`src/rtl/battery_discharge_capacity_meter_assert.svh`:
```
// assertion macros shared by the discharge meter modules
`ifndef BATTERY_DISCHARGE_CAPACITY_METER_ASSERT_SVH
`define BATTERY_DISCHARGE_CAPACITY_METER_ASSERT_SVH

// same-cycle implication, clocked on clock and held off during reset
`define BDCM_ASSERT_IMPL(lbl, ante, cons) \
   lbl: assert property (@(posedge clock) disable iff (reset) (ante) |-> (cons)) \
      else $error("bdcm: assertion failed");

// next-cycle implication, clocked on clock and held off during reset
`define BDCM_ASSERT_NEXT(lbl, ante, cons) \
   lbl: assert property (@(posedge clock) disable iff (reset) (ante) |=> (cons)) \
      else $error("bdcm: assertion failed");

`endif

```
`src/rtl/bdcm_pkg.sv`:
```
// shared types, constants and helpers of the discharge capacity meter
package bdcm_pkg;

   // field widths
   localparam int ADC_W  = 12;
   localparam int UV_W   = 23;
   localparam int CAP_W  = 21;
   localparam int MIN_W  = 16;
   localparam int SEC_W  = 6;
   localparam int ADDR_W = 10;
   localparam int VAL_W  = 16;
   localparam int RES_W  = 16;
   localparam int SUM_W  = 26;
   localparam int CHG_W  = 32;

   // log storage depth and slot counter
   localparam int LOG_DEPTH = 1024;
   localparam int SLOT_W    = (LOG_DEPTH > 2) ? $clog2(LOG_DEPTH) : 1;
   localparam logic [SLOT_W-1:0] LOG_LAST = SLOT_W'(LOG_DEPTH - 1);

   // shared divider geometry, two quotient bits per cycle
   localparam int DIV_W     = 32;
   localparam int DSR_W     = 16;
   localparam int DIV_STEPS = DIV_W / 2;
   localparam int DIV_CNT_W = $clog2(DIV_STEPS);
   localparam logic [DIV_CNT_W-1:0] DIV_LAST = DIV_CNT_W'(DIV_STEPS - 1);

   // scaling constants
   localparam logic [UV_W-1:0]  UV_PER_STEP  = UV_W'(1221);
   localparam logic [DSR_W-1:0] SEC_PER_HOUR = DSR_W'(3600);
   localparam int               LOG_PERIOD   = 10;
   localparam int               UV_PER_MV    = 1000;
   localparam logic [DSR_W-1:0] LOG_DIVISOR  = DSR_W'(LOG_PERIOD * UV_PER_MV);
   localparam logic [VAL_W-1:0] END_KEY      = VAL_W'(16'hFFFE);
   localparam logic [SEC_W-1:0] SEC_PER_MIN  = SEC_W'(60);
   localparam logic [MIN_W-1:0] MINUTE_MAX   = '1;

   // register reset values
   localparam logic [ADC_W-1:0] PRESENCE_RESET = ADC_W'(30);
   localparam logic [ADC_W-1:0] STOP_RESET     = ADC_W'(2210);
   localparam logic [RES_W-1:0] LOAD_RESET     = RES_W'(2400);

   // configuration port
   localparam int CSR_IDX_W  = 2;
   localparam int CSR_DATA_W = 16;
   localparam logic [CSR_IDX_W-1:0] CSR_PRESENCE = CSR_IDX_W'(0);
   localparam logic [CSR_IDX_W-1:0] CSR_STOP     = CSR_IDX_W'(1);
   localparam logic [CSR_IDX_W-1:0] CSR_LOAD     = CSR_IDX_W'(2);
   localparam logic [CSR_IDX_W-1:0] CSR_LOG_EN   = CSR_IDX_W'(3);

   typedef enum logic [1:0] {
      PH_WAIT,
      PH_RUN,
      PH_DONE
   } phase_type;

   typedef enum logic [1:0] {
      DIV_SEL_MA,
      DIV_SEL_LOG,
      DIV_SEL_CAP
   } div_sel_type;

   typedef enum logic [2:0] {
      S_IDLE,
      S_EVAL,
      S_DIV_MA,
      S_LOG_START,
      S_DIV_LOG,
      S_CAP_START,
      S_DIV_CAP,
      S_OUT
   } ctrl_state_type;

   // controller to datapath
   typedef struct packed {
      logic        load_sample;
      logic        set_run;
      logic        end_key;
      logic        div_start;
      div_sel_type div_sel;
      logic        accum;
      logic        log_commit;
      logic        cap_commit;
      logic        present;
   } cmd_type;

   // datapath to controller
   typedef struct packed {
      phase_type phase;
      logic      present_hit;
      logic      stop_hit;
      logic      log_tick;
      logic      div_done;
   } status_type;

   // second counts that close a ten-second log period
   function automatic logic is_log_second(input logic [SEC_W-1:0] s);
      logic hit;
      case (s)
         6'd10, 6'd20, 6'd30, 6'd40, 6'd50, 6'd60: hit = 1'b1;
         default: hit = 1'b0;
      endcase
      return hit;
   endfunction

endpackage

```
`src/rtl/bdcm_div.sv`:
```
// shared iterative unsigned divider, two quotient bits per cycle
module bdcm_div (
   input  logic                          clock,
   input  logic                          reset,
   input  logic                          start,
   input  logic [bdcm_pkg::DIV_W-1:0]    dividend,
   input  logic [bdcm_pkg::DSR_W-1:0]    divisor,
   output logic                          busy,
   output logic                          done,
   output logic [bdcm_pkg::DIV_W-1:0]    quotient
);

   logic                             busy_ff, busy_in;
   logic                             done_ff, done_in;
   logic [bdcm_pkg::DIV_CNT_W-1:0]   cnt_ff, cnt_in;
   logic [bdcm_pkg::DIV_W-1:0]       dvd_ff, dvd_in;
   logic [bdcm_pkg::DSR_W-1:0]       dsr_ff, dsr_in;
   logic [bdcm_pkg::DSR_W-1:0]       rem_ff, rem_in;

   logic [bdcm_pkg::DSR_W:0] r1, r1s, r2, r2s, dsr_ext;
   logic                     ge1, ge2;

   // two restoring steps per cycle; quotient bits shift in behind the dividend
   always_comb begin
      dsr_ext = {1'b0, dsr_ff};
      r1      = {rem_ff, dvd_ff[bdcm_pkg::DIV_W-1]};
      ge1     = (r1 >= dsr_ext);
      r1s     = ge1 ? (r1 - dsr_ext) : r1;
      r2      = {r1s[bdcm_pkg::DSR_W-1:0], dvd_ff[bdcm_pkg::DIV_W-2]};
      ge2     = (r2 >= dsr_ext);
      r2s     = ge2 ? (r2 - dsr_ext) : r2;
   end

   // iteration control
   always_comb begin
      busy_in = busy_ff;
      done_in = 1'b0;
      cnt_in  = cnt_ff;
      dvd_in  = dvd_ff;
      dsr_in  = dsr_ff;
      rem_in  = rem_ff;
      if (start) begin
         busy_in = 1'b1;
         cnt_in  = '0;
         dvd_in  = dividend;
         dsr_in  = divisor;
         rem_in  = '0;
      end else if (busy_ff) begin
         dvd_in = {dvd_ff[bdcm_pkg::DIV_W-3:0], ge1, ge2};
         rem_in = r2s[bdcm_pkg::DSR_W-1:0];
         cnt_in = cnt_ff + 1'b1;
         if (cnt_ff == bdcm_pkg::DIV_LAST) begin
            busy_in = 1'b0;
            done_in = 1'b1;
         end
      end
   end

   always_ff @(posedge clock) begin
      if (reset) begin
         busy_ff <= 1'b0;
         done_ff <= 1'b0;
         cnt_ff  <= '0;
      end else begin
         busy_ff <= busy_in;
         done_ff <= done_in;
         cnt_ff  <= cnt_in;
      end
   end

   always_ff @(posedge clock) begin
      dvd_ff <= dvd_in;
      dsr_ff <= dsr_in;
      rem_ff <= rem_in;
   end

   assign busy     = busy_ff;
   assign done     = done_ff;
   assign quotient = dvd_ff;

endmodule

```
`src/rtl/bdcm_datapath.sv`:
```
// datapath: registers, discharge state, accumulators and result register
`include "battery_discharge_capacity_meter_assert.svh"

module bdcm_datapath (
   input  logic                              clock,
   input  logic                              reset,
   input  bdcm_pkg::cmd_type                 cmd,
   output bdcm_pkg::status_type              status,
   input  logic                              csr_wr_en,
   input  logic [bdcm_pkg::CSR_IDX_W-1:0]    csr_index,
   input  logic [bdcm_pkg::CSR_DATA_W-1:0]   csr_wr_data,
   input  logic [bdcm_pkg::ADC_W-1:0]        req_adc_sample,
   output logic                              rsp_load_on,
   output logic                              rsp_finished,
   output logic [bdcm_pkg::UV_W-1:0]         rsp_voltage_uv,
   output logic [bdcm_pkg::CAP_W-1:0]        rsp_capacity_mah,
   output logic [bdcm_pkg::MIN_W-1:0]        rsp_minutes_elapsed,
   output logic [bdcm_pkg::SEC_W-1:0]        rsp_seconds_elapsed,
   output logic                              rsp_log_write,
   output logic [bdcm_pkg::ADDR_W-1:0]       rsp_log_address,
   output logic [bdcm_pkg::VAL_W-1:0]        rsp_log_value,
   output logic                              rsp_log_full
);

   // configuration
   logic [bdcm_pkg::ADC_W-1:0] presence_ff, presence_in;
   logic [bdcm_pkg::ADC_W-1:0] stop_ff, stop_in;
   logic [bdcm_pkg::RES_W-1:0] load_ff, load_in;
   logic                       log_en_ff, log_en_in;

   // discharge state
   bdcm_pkg::phase_type           phase_ff, phase_in;
   logic [bdcm_pkg::SUM_W-1:0]    sum_ff, sum_in;
   logic [bdcm_pkg::CHG_W-1:0]    charge_ff, charge_in;
   logic [bdcm_pkg::SEC_W-1:0]    second_ff, second_in;
   logic [bdcm_pkg::MIN_W-1:0]    minute_ff, minute_in;
   logic [bdcm_pkg::SLOT_W-1:0]   slot_ff, slot_in;
   logic [bdcm_pkg::CAP_W-1:0]    cap_ff, cap_in;

   // per-sample working registers
   logic [bdcm_pkg::ADC_W-1:0]    sample_ff, sample_in;
   logic [bdcm_pkg::UV_W-1:0]     uv_ff, uv_in;
   logic                          rec_wr_ff, rec_wr_in;
   logic [bdcm_pkg::ADDR_W-1:0]   rec_addr_ff, rec_addr_in;
   logic [bdcm_pkg::VAL_W-1:0]    rec_val_ff, rec_val_in;

   // result register
   logic                          o_load_on_ff, o_finished_ff, o_wr_ff, o_full_ff;
   logic [bdcm_pkg::UV_W-1:0]     o_uv_ff;
   logic [bdcm_pkg::CAP_W-1:0]    o_cap_ff;
   logic [bdcm_pkg::MIN_W-1:0]    o_min_ff;
   logic [bdcm_pkg::SEC_W-1:0]    o_sec_ff;
   logic [bdcm_pkg::ADDR_W-1:0]   o_addr_ff;
   logic [bdcm_pkg::VAL_W-1:0]    o_val_ff;

   // divider hookup
   logic [bdcm_pkg::DIV_W-1:0]    div_dividend, div_q;
   logic [bdcm_pkg::DSR_W-1:0]    div_divisor, res_eff;
   logic                          div_busy, div_done;

   logic [bdcm_pkg::SEC_W-1:0]    second_next;
   logic [bdcm_pkg::CHG_W:0]      charge_sum;
   logic [31:0]                   slot_wide;

   bdcm_div u_div (
      .clock    (clock),
      .reset    (reset),
      .start    (cmd.div_start),
      .dividend (div_dividend),
      .divisor  (div_divisor),
      .busy     (div_busy),
      .done     (div_done),
      .quotient (div_q)
   );

   // zero resistance counts as one milliohm
   assign res_eff = (load_ff == '0) ? bdcm_pkg::RES_W'(1) : load_ff;

   // divider operand select
   always_comb begin
      case (cmd.div_sel)
         bdcm_pkg::DIV_SEL_MA: begin
            div_dividend = bdcm_pkg::DIV_W'(uv_ff);
            div_divisor  = res_eff;
         end
         bdcm_pkg::DIV_SEL_LOG: begin
            div_dividend = bdcm_pkg::DIV_W'(sum_ff);
            div_divisor  = bdcm_pkg::LOG_DIVISOR;
         end
         bdcm_pkg::DIV_SEL_CAP: begin
            div_dividend = charge_ff;
            div_divisor  = bdcm_pkg::SEC_PER_HOUR;
         end
         default: begin
            div_dividend = charge_ff;
            div_divisor  = bdcm_pkg::SEC_PER_HOUR;
         end
      endcase
   end

   assign second_next = second_ff + 1'b1;
   assign charge_sum  = {1'b0, charge_ff} + {1'b0, div_q};
   assign slot_wide   = 32'(slot_ff);

   // status back to the controller
   always_comb begin
      status.phase       = phase_ff;
      status.present_hit = (sample_ff >= presence_ff);
      status.stop_hit    = (sample_ff <= stop_ff);
      status.log_tick    = bdcm_pkg::is_log_second(second_next);
      status.div_done    = div_done;
   end

   // configuration writes
   always_comb begin
      presence_in = presence_ff;
      stop_in     = stop_ff;
      load_in     = load_ff;
      log_en_in   = log_en_ff;
      if (csr_wr_en) begin
         case (csr_index)
            bdcm_pkg::CSR_PRESENCE: presence_in = csr_wr_data[bdcm_pkg::ADC_W-1:0];
            bdcm_pkg::CSR_STOP:     stop_in     = csr_wr_data[bdcm_pkg::ADC_W-1:0];
            bdcm_pkg::CSR_LOAD:     load_in     = csr_wr_data[bdcm_pkg::RES_W-1:0];
            bdcm_pkg::CSR_LOG_EN:   log_en_in   = csr_wr_data[0];
            default: ;
         endcase
      end
   end

   // sample capture, phase changes, accumulation and log record
   always_comb begin
      sample_in   = sample_ff;
      uv_in       = uv_ff;
      rec_wr_in   = rec_wr_ff;
      rec_addr_in = rec_addr_ff;
      rec_val_in  = rec_val_ff;
      phase_in    = phase_ff;
      sum_in      = sum_ff;
      charge_in   = charge_ff;
      second_in   = second_ff;
      minute_in   = minute_ff;
      slot_in     = slot_ff;
      cap_in      = cap_ff;

      if (cmd.load_sample) begin
         sample_in   = req_adc_sample;
         uv_in       = bdcm_pkg::UV_W'(req_adc_sample) * bdcm_pkg::UV_PER_STEP;
         rec_wr_in   = 1'b0;
         rec_addr_in = slot_wide[bdcm_pkg::ADDR_W-1:0];
         rec_val_in  = '0;
      end

      // end of discharge wins over switching the load on
      if (cmd.end_key) begin
         phase_in   = bdcm_pkg::PH_DONE;
         rec_wr_in  = log_en_ff;
         rec_val_in = bdcm_pkg::END_KEY;
      end else if (cmd.set_run) begin
         phase_in = bdcm_pkg::PH_RUN;
      end

      // one discharge second: voltage sum, saturating charge, clock
      if (cmd.accum) begin
         sum_in    = sum_ff + bdcm_pkg::SUM_W'(uv_ff);
         charge_in = charge_sum[bdcm_pkg::CHG_W] ? '1 : charge_sum[bdcm_pkg::CHG_W-1:0];
         second_in = second_next;
         if (second_next >= bdcm_pkg::SEC_PER_MIN) begin
            second_in = '0;
            if (minute_ff != bdcm_pkg::MINUTE_MAX) begin
               minute_in = minute_ff + 1'b1;
            end
         end
      end

      // average millivolts record closes the ten-second period
      if (cmd.log_commit) begin
         rec_wr_in  = log_en_ff;
         rec_val_in = div_q[bdcm_pkg::VAL_W-1:0];
         sum_in     = '0;
         if (slot_ff != bdcm_pkg::LOG_LAST) begin
            slot_in = slot_ff + 1'b1;
         end
      end

      if (cmd.cap_commit) begin
         cap_in = div_q[bdcm_pkg::CAP_W-1:0];
      end
   end

   always_ff @(posedge clock) begin
      if (reset) begin
         presence_ff <= bdcm_pkg::PRESENCE_RESET;
         stop_ff     <= bdcm_pkg::STOP_RESET;
         load_ff     <= bdcm_pkg::LOAD_RESET;
         log_en_ff   <= 1'b0;
         phase_ff    <= bdcm_pkg::PH_WAIT;
         sum_ff      <= '0;
         charge_ff   <= '0;
         second_ff   <= '0;
         minute_ff   <= '0;
         slot_ff     <= '0;
         cap_ff      <= '0;
      end else begin
         presence_ff <= presence_in;
         stop_ff     <= stop_in;
         load_ff     <= load_in;
         log_en_ff   <= log_en_in;
         phase_ff    <= phase_in;
         sum_ff      <= sum_in;
         charge_ff   <= charge_in;
         second_ff   <= second_in;
         minute_ff   <= minute_in;
         slot_ff     <= slot_in;
         cap_ff      <= cap_in;
      end
   end

   always_ff @(posedge clock) begin
      sample_ff   <= sample_in;
      uv_ff       <= uv_in;
      rec_wr_ff   <= rec_wr_in;
      rec_addr_ff <= rec_addr_in;
      rec_val_ff  <= rec_val_in;
   end

   // result register, loaded once the sample is fully processed
   always_ff @(posedge clock) begin
      if (cmd.present) begin
         o_load_on_ff  <= (phase_ff == bdcm_pkg::PH_RUN);
         o_finished_ff <= (phase_ff == bdcm_pkg::PH_DONE);
         o_uv_ff       <= uv_ff;
         o_cap_ff      <= cap_ff;
         o_min_ff      <= minute_ff;
         o_sec_ff      <= second_ff;
         o_wr_ff       <= rec_wr_ff;
         o_addr_ff     <= rec_addr_ff;
         o_val_ff      <= rec_val_ff;
         o_full_ff     <= (slot_ff == bdcm_pkg::LOG_LAST);
      end
   end

   assign rsp_load_on         = o_load_on_ff;
   assign rsp_finished        = o_finished_ff;
   assign rsp_voltage_uv      = o_uv_ff;
   assign rsp_capacity_mah    = o_cap_ff;
   assign rsp_minutes_elapsed = o_min_ff;
   assign rsp_seconds_elapsed = o_sec_ff;
   assign rsp_log_write       = o_wr_ff;
   assign rsp_log_address     = o_addr_ff;
   assign rsp_log_value       = o_val_ff;
   assign rsp_log_full        = o_full_ff;

   // checks
   `BDCM_ASSERT_IMPL(a_div_start_idle, cmd.div_start, !div_busy)
   `BDCM_ASSERT_IMPL(a_second_range, 1'b1, second_ff < bdcm_pkg::SEC_PER_MIN)
   `BDCM_ASSERT_IMPL(a_charge_monotonic, !$past(reset), charge_ff >= $past(charge_ff))
   `BDCM_ASSERT_NEXT(a_done_sticky, phase_ff == bdcm_pkg::PH_DONE, phase_ff == bdcm_pkg::PH_DONE)

endmodule

```
`src/rtl/bdcm_ctrl.sv`:
```
// controller: sequences one sample through the datapath and the shared divider
`include "battery_discharge_capacity_meter_assert.svh"

module bdcm_ctrl (
   input  logic                   clock,
   input  logic                   reset,
   input  logic                   req_valid,
   output logic                   req_ready,
   output logic                   rsp_valid,
   input  logic                   rsp_ready,
   output bdcm_pkg::cmd_type      cmd,
   input  bdcm_pkg::status_type   status
);

   bdcm_pkg::ctrl_state_type state_ff, state_in;
   logic                     rsp_valid_ff, rsp_valid_in;
   logic                     out_free;
   logic                     in_div;

   assign out_free  = !rsp_valid_ff || rsp_ready;
   assign req_ready = (state_ff == bdcm_pkg::S_IDLE);

   // any state that waits on the divider
   assign in_div = (state_ff == bdcm_pkg::S_DIV_MA) || (state_ff == bdcm_pkg::S_DIV_LOG) ||
                   (state_ff == bdcm_pkg::S_DIV_CAP);

   // next state and commands
   always_comb begin
      state_in = state_ff;
      cmd      = '0;
      cmd.div_sel = bdcm_pkg::DIV_SEL_MA;
      case (state_ff)
         bdcm_pkg::S_IDLE: begin
            if (req_valid) begin
               cmd.load_sample = 1'b1;
               state_in        = bdcm_pkg::S_EVAL;
            end
         end
         bdcm_pkg::S_EVAL: begin
            case (status.phase)
               bdcm_pkg::PH_WAIT: begin
                  // presence tick also serves as the first stop check
                  if (status.present_hit) begin
                     cmd.set_run = 1'b1;
                     cmd.end_key = status.stop_hit;
                  end
                  state_in = bdcm_pkg::S_OUT;
               end
               bdcm_pkg::PH_RUN: begin
                  if (status.stop_hit) begin
                     cmd.end_key = 1'b1;
                     state_in    = bdcm_pkg::S_OUT;
                  end else begin
                     cmd.div_start = 1'b1;
                     cmd.div_sel   = bdcm_pkg::DIV_SEL_MA;
                     state_in      = bdcm_pkg::S_DIV_MA;
                  end
               end
               default: state_in = bdcm_pkg::S_OUT;
            endcase
         end
         bdcm_pkg::S_DIV_MA: begin
            if (status.div_done) begin
               cmd.accum = 1'b1;
               state_in  = status.log_tick ? bdcm_pkg::S_LOG_START : bdcm_pkg::S_CAP_START;
            end
         end
         bdcm_pkg::S_LOG_START: begin
            cmd.div_start = 1'b1;
            cmd.div_sel   = bdcm_pkg::DIV_SEL_LOG;
            state_in      = bdcm_pkg::S_DIV_LOG;
         end
         bdcm_pkg::S_DIV_LOG: begin
            if (status.div_done) begin
               cmd.log_commit = 1'b1;
               state_in       = bdcm_pkg::S_CAP_START;
            end
         end
         bdcm_pkg::S_CAP_START: begin
            cmd.div_start = 1'b1;
            cmd.div_sel   = bdcm_pkg::DIV_SEL_CAP;
            state_in      = bdcm_pkg::S_DIV_CAP;
         end
         bdcm_pkg::S_DIV_CAP: begin
            if (status.div_done) begin
               cmd.cap_commit = 1'b1;
               state_in       = bdcm_pkg::S_OUT;
            end
         end
         bdcm_pkg::S_OUT: begin
            if (out_free) begin
               cmd.present = 1'b1;
               state_in    = bdcm_pkg::S_IDLE;
            end
         end
         default: state_in = bdcm_pkg::S_IDLE;
      endcase
   end

   // result valid flag
   always_comb begin
      rsp_valid_in = rsp_valid_ff;
      if (cmd.present) begin
         rsp_valid_in = 1'b1;
      end else if (rsp_ready) begin
         rsp_valid_in = 1'b0;
      end
   end

   always_ff @(posedge clock) begin
      if (reset) begin
         state_ff     <= bdcm_pkg::S_IDLE;
         rsp_valid_ff <= 1'b0;
      end else begin
         state_ff     <= state_in;
         rsp_valid_ff <= rsp_valid_in;
      end
   end

   assign rsp_valid = rsp_valid_ff;

   // checks
   `BDCM_ASSERT_IMPL(a_div_done_in_div_state, status.div_done, in_div)
   `BDCM_ASSERT_IMPL(a_rsp_from_out, $rose(rsp_valid_ff), $past(state_ff == bdcm_pkg::S_OUT))
   `BDCM_ASSERT_NEXT(a_present_returns_idle, cmd.present, state_ff == bdcm_pkg::S_IDLE)

endmodule

```
`src/rtl/battery_discharge_capacity_meter.sv`:
```
// top level of the battery discharge capacity meter
//
// One req_ transfer carries the ADC sample of one one-second tick; one rsp_ transfer
// returns the load switch, finish flag, voltage, capacity, elapsed time and log record
// for that tick. A tick that only waits for the battery, ends the discharge or comes
// after the end passes without the divider; a discharging tick runs the current and
// capacity divisions, and on every tenth second also the log average division, through
// the one shared divider, which delivers two quotient bits per cycle. Each division is
// started, then iterates, then hands over its quotient, and the current, log average and
// capacity divisions run in turn. One tick is worked at a time; the next one can be taken
// as soon as the current result sits in the output register, even before that result is
// taken, and a finished tick waits while an earlier result is still held. Configuration
// writes apply from the next tick on and must be made while the block is idle. There is
// no clearing pass after reset.
module battery_discharge_capacity_meter (
   input  logic                              clock,
   input  logic                              reset,
   input  logic                              req_valid,
   output logic                              req_ready,
   input  logic [bdcm_pkg::ADC_W-1:0]        req_adc_sample,
   output logic                              rsp_valid,
   input  logic                              rsp_ready,
   output logic                              rsp_load_on,
   output logic                              rsp_finished,
   output logic [bdcm_pkg::UV_W-1:0]         rsp_voltage_uv,
   output logic [bdcm_pkg::CAP_W-1:0]        rsp_capacity_mah,
   output logic [bdcm_pkg::MIN_W-1:0]        rsp_minutes_elapsed,
   output logic [bdcm_pkg::SEC_W-1:0]        rsp_seconds_elapsed,
   output logic                              rsp_log_write,
   output logic [bdcm_pkg::ADDR_W-1:0]       rsp_log_address,
   output logic [bdcm_pkg::VAL_W-1:0]        rsp_log_value,
   output logic                              rsp_log_full,
   input  logic                              csr_wr_en,
   input  logic [bdcm_pkg::CSR_IDX_W-1:0]    csr_index,
   input  logic [bdcm_pkg::CSR_DATA_W-1:0]   csr_wr_data
);

   bdcm_pkg::cmd_type    cmd;
   bdcm_pkg::status_type status;

   // sequencing
   bdcm_ctrl u_ctrl (
      .clock     (clock),
      .reset     (reset),
      .req_valid (req_valid),
      .req_ready (req_ready),
      .rsp_valid (rsp_valid),
      .rsp_ready (rsp_ready),
      .cmd       (cmd),
      .status    (status)
   );

   // arithmetic, state and result register
   bdcm_datapath u_datapath (
      .clock               (clock),
      .reset               (reset),
      .cmd                 (cmd),
      .status              (status),
      .csr_wr_en           (csr_wr_en),
      .csr_index           (csr_index),
      .csr_wr_data         (csr_wr_data),
      .req_adc_sample      (req_adc_sample),
      .rsp_load_on         (rsp_load_on),
      .rsp_finished        (rsp_finished),
      .rsp_voltage_uv      (rsp_voltage_uv),
      .rsp_capacity_mah    (rsp_capacity_mah),
      .rsp_minutes_elapsed (rsp_minutes_elapsed),
      .rsp_seconds_elapsed (rsp_seconds_elapsed),
      .rsp_log_write       (rsp_log_write),
      .rsp_log_address     (rsp_log_address),
      .rsp_log_value       (rsp_log_value),
      .rsp_log_full        (rsp_log_full)
   );

endmodule

```
`config.mk`:
```
export PLATFORM = sky130hd
export DESIGN_NAME = battery_discharge_capacity_meter
export DESIGN_NICKNAME = d
export VERILOG_FILES = /design/src/rtl/bdcm_pkg.sv /design/src/rtl/bdcm_div.sv /design/src/rtl/bdcm_datapath.sv /design/src/rtl/bdcm_ctrl.sv /design/src/rtl/battery_discharge_capacity_meter.sv
export VERILOG_INCLUDE_DIRS = /design/src /design/src/rtl
export SDC_FILE = /design/constraint.sdc
export NUM_CORES = 1
export LEC_CHECK = 0
export ABC_CLOCK_PERIOD_IN_PS = 7900
export BUFFER_PORTS_ARGS = -buffer_cell sky130_fd_sc_hd__buf_2
export CAP_MARGIN = 20
export CORE_ASPECT_RATIO = 0.9
export CORE_MARGIN = 2
export CORE_UTILIZATION = 60
export CTS_CLUSTER_SIZE = 25
export DETAILED_ROUTE_END_ITERATION = 16
export PLACE_DENSITY_LB_ADDON = 0.25
export SLEW_MARGIN = 20
export SYNTH_ARGS = -nofsm -noshare
export SYNTH_HDL_FRONTEND = slang
export SYNTH_HIERARCHICAL = 1
export SYNTH_SLANG_ARGS = --single-unit
```
`constraint.sdc`:
```
create_clock -name clock -period 7.9 [get_ports clock]
set_input_delay 2.37 -clock clock [delete_from_list [all_inputs] [get_ports clock]]
set_output_delay 2.37 -clock clock [all_outputs]
set_load 0.005 [all_outputs]
```
==> flow_metrics.tcl <==
set metrics [dict create \
    grt_usage_pct 26.4 \
    design.portCount 133 \
    grt.overflow.total 0 \
    cap_violations 0 \
    final_common_cell "edfxtp_1" \
    coreArea_um2 35300 \
    startpoint_type "input pin" \
    setup_violations 0 \
    drc 0 \
    yosysWarnings 6 \
    clockBufferDepth 3 \
    setup_tns_ns 0 \
    p_seq_share_pct 35.4 \
    syn_to_final_growth_pct 10.9 \
    cts_tree "built" \
    use_met2_pct 42.4 \
    p_per_area_nw_per_um2 303 \
    hpwl_um 35100 \
    gp_congestion 0.923 \
    cts.repair.resized 0 \
    power_leakage_nw 9.64 \
    ir_drop_mv 0.183 \
    rows 65 \
    hp-class "flip-flop to flip-flop" \
    layout_common_cells "204 x edfxtp_1, 201 x nand2_1, 199 x nor2_1" \
    p_sw_mw 2.66 \
    clock_power_share_pct 26.3 \
    fmax_mhz 155 \
    cpMaxStageDelayCell "a2111oi_0" \
    crit_path_end_kind "flip-flop" \
    drive_gt1_share_pct 12.9 \
    status "finished clean" \
    synthArstFlopShare_pct 0 \
    syn_inst 2108 \
    fin_skew_ns 0.0214 \
    cts_sinks 384 \
    worstMarginPinSlew_ns 1.05 \
    clock_latency_ns 0.56 \
    maxSlewHeadroom_pct 29.8 \
    drt_iter0_markers 1410 \
    hold_viol_final 0 \
    cts_buffers 40 \
    die_y_um 184 \
    arrival_ns 6.73 \
    syn_area_um2 21600 \
    finalCritPeriodShare_pct 81.4 \
    critPathMaxStageDelay_ns 0.68 \
    critical_path.cell_chain "buf_2 > ha_1 > ha_1 > fa_1 > inv_1 > fa_1 > fa_1 > inv_1 > ha_1 > nand2_1 > nor2_1 > a21oi_1 > a2111oi_0 > o21a_1 > o21a_1 > o41a_1 > xor2_1" \
    synth_edf_count 204 \
    post_drt_via_cell_ratio 5.94 \
    yosysUniqueCellTypes 87 \
    grt_first_pass_wirelength_um 79400 \
    maxSlewViolCount 0 \
    num_vias 16157 \
    htree_levels 2 \
    met3_usage_pct 3.01 \
    crit_required_ns 8.20 \
    drt_wl_total_um 49700 \
    fp.dieArea_um2 37500 \
    grt_pass1_vias 15272 \
    ys.flop_type "edfxtp_1" \
    portBuffers 132 \
    p_comb_share_pct 38.3 \
    synth_sequential_area_ratio_pct 45.1 \
    cts.reportedPaths.clkPinSlew_ns 0.06 \
    p_int_mw 4.60 \
    rsz0062_at_grt "no" \
    syn_nets 2363 \
    initial_core_util_pct 61.2 \
    met1_usage_pct 38.4 \
    ant_nets 0 \
    ys_ff_latch 384 \
    firstDrtPassIters 5 \
    wl_per_cell_um 18.3 \
    cts_root_buffer "clkbuf_16" \
    post-route-util_pct 67.9 \
    post_cts_buffers 0 \
    die_width_um 204 \
    min_period_ns 6.43 \
    nets 2469 \
    swShare_pct 36.6 \
    path_class "input pin to flip-flop" \
    grt_max_degree 80 \
    cts_hold_buf 0 \
    worstPathMaxFanout 6 \
    grt.busiest_layer "met2" \
    syn_avg_cell_area_um2 10.2 \
    antenna_found_initial 4 \
]
[state kept, by name (all words and copies together), names as in the netlist, 21 cells and up]
register / flops
u_datapath/cap_ff: 21
u_datapath/rsp_capacity_mah: 21
u_datapath/uv_ff: 21
u_datapath/sum_ff: 26
u_datapath/rsp_voltage_uv: 23
u_datapath/u_div/quotient: 32
u_datapath/charge_ff: 32
[synth_stat cells (29+ instances only)]
cell | number | area share [%]
nand3_1 | 36 | 0.83
xnor2_1 | 51 | 2.1
nor3_1 | 29 | 0.67
mux2_2 | 33 | 1.7
nor2_1 | 203 | 3.5
o21ai_0 | 96 | 2.2
dfxtp_1 | 180 | 17
ha_1 | 196 | 11
a21oi_1 | 123 | 2.9
clkbuf_1 | 63 | 1.1
a21o_1 | 38 | 1.3
mux2i_1 | 63 | 2.9
inv_1 | 101 | 1.8
a211oi_1 | 53 | 1.8
xor2_1 | 56 | 2.3
edfxtp_1 | 204 | 28
nand2_1 | 201 | 3.5
[worst max-delay path, delay by kind of cell]
kind,cells,cell delay [ns]
adder cells (fa/ha/maj),6,2.54
XOR/XNOR,1,0.06
AO/OA/AOI/OAI,5,1.27
AND/OR/NAND/NOR,2,0.26
buffers and inverters,3,0.25
[power groups by stage]
stage / Sequential, mW / Clock (mW) / Combinational (mW)
floorplan: 2.51 / 0 / 2.17
global placement: 2.60 / 0 / 2.61
detailed placement: 2.60 / 0 / 2.71
CTS: 2.56 / 1.94 / 2.73
global route: 2.59 / 2.01 / 3.08
finish: 2.57 / 1.91 / 2.78
[layer usage]
metal  up-vias  wire length [um]  share of wire (%)
met2       423             22700                 46
met5         -                 0                  0
met4         0               833                1.7
met1      7814             23500                 47
met3        56              2660                5.4
li1       7864                 -                  -
[metrics by stage]
step           area, um2  std cells  setup slack, ns  power (mW)  hold slack, ns
4_1_cts            23900       2715             1.62        7.23           0.415
5_1_grt            24000       2719             1.22        7.67           0.428
3_3_place_gp       22600       2641             1.16        5.21           0.401
2_1_floorplan      21600       2108             1.49        4.69           0.400
3_5_place_dp       22600       2641             1.05        5.31           0.405
6_report           24000       2719             1.47        7.25           0.415
[cell type report]
type / instances / area, um2
Clock inverter: 25 / 246
Antenna cell: 4 / 10.0
Multi-Input combinational cell: 1540 / 11100
Tap cell: 469 / 587
Inverter: 101 / 379
Fill cell: 2690 / 11300
Clock buffer: 49 / 1090
Timing Repair Buffer: 147 / 776
Sequential cell: 384 / 9730
[worst paths after layout]
path                            slack [ns]  cells after the start                                      end                             startpoint
worst max-delay path                  1.47                     17           u_datapath/uv_ff[22]$_DFFE_PP_                      req_adc_sample[5]
worst min-delay path                  0.41                      0  u_datapath/rsp_log_address[0]$_DFFE_PP_    u_datapath/rec_addr_ff[0]$_DFFE_PP_
worst max register to register        2.16                     17   u_datapath/u_div/quotient[0]$_DFFE_PP_  u_datapath/u_div/dsr_ff[12]$_DFFE_PP_
worst min register to register        0.41                      0  u_datapath/rsp_log_address[0]$_DFFE_PP_    u_datapath/rec_addr_ff[0]$_DFFE_PP_
[cell families (layout without fill, tap and decap cells)]
kind of cell / Yosys count / in the layout / synth area share, %
buf+inv: 184 / 322 / 3.59
mux: 101 / 101 / 4.90
flops: 384 / 384 / 45.1
other cells: 0 / 4 / 0
fa+ha+maj: 220 / 220 / 13.6
simple gates: 644 / 644 / 13.9
xor+xnor: 107 / 107 / 4.34
compound gates: 468 / 468 / 14.6
Power figures use the tool's default switching activity.
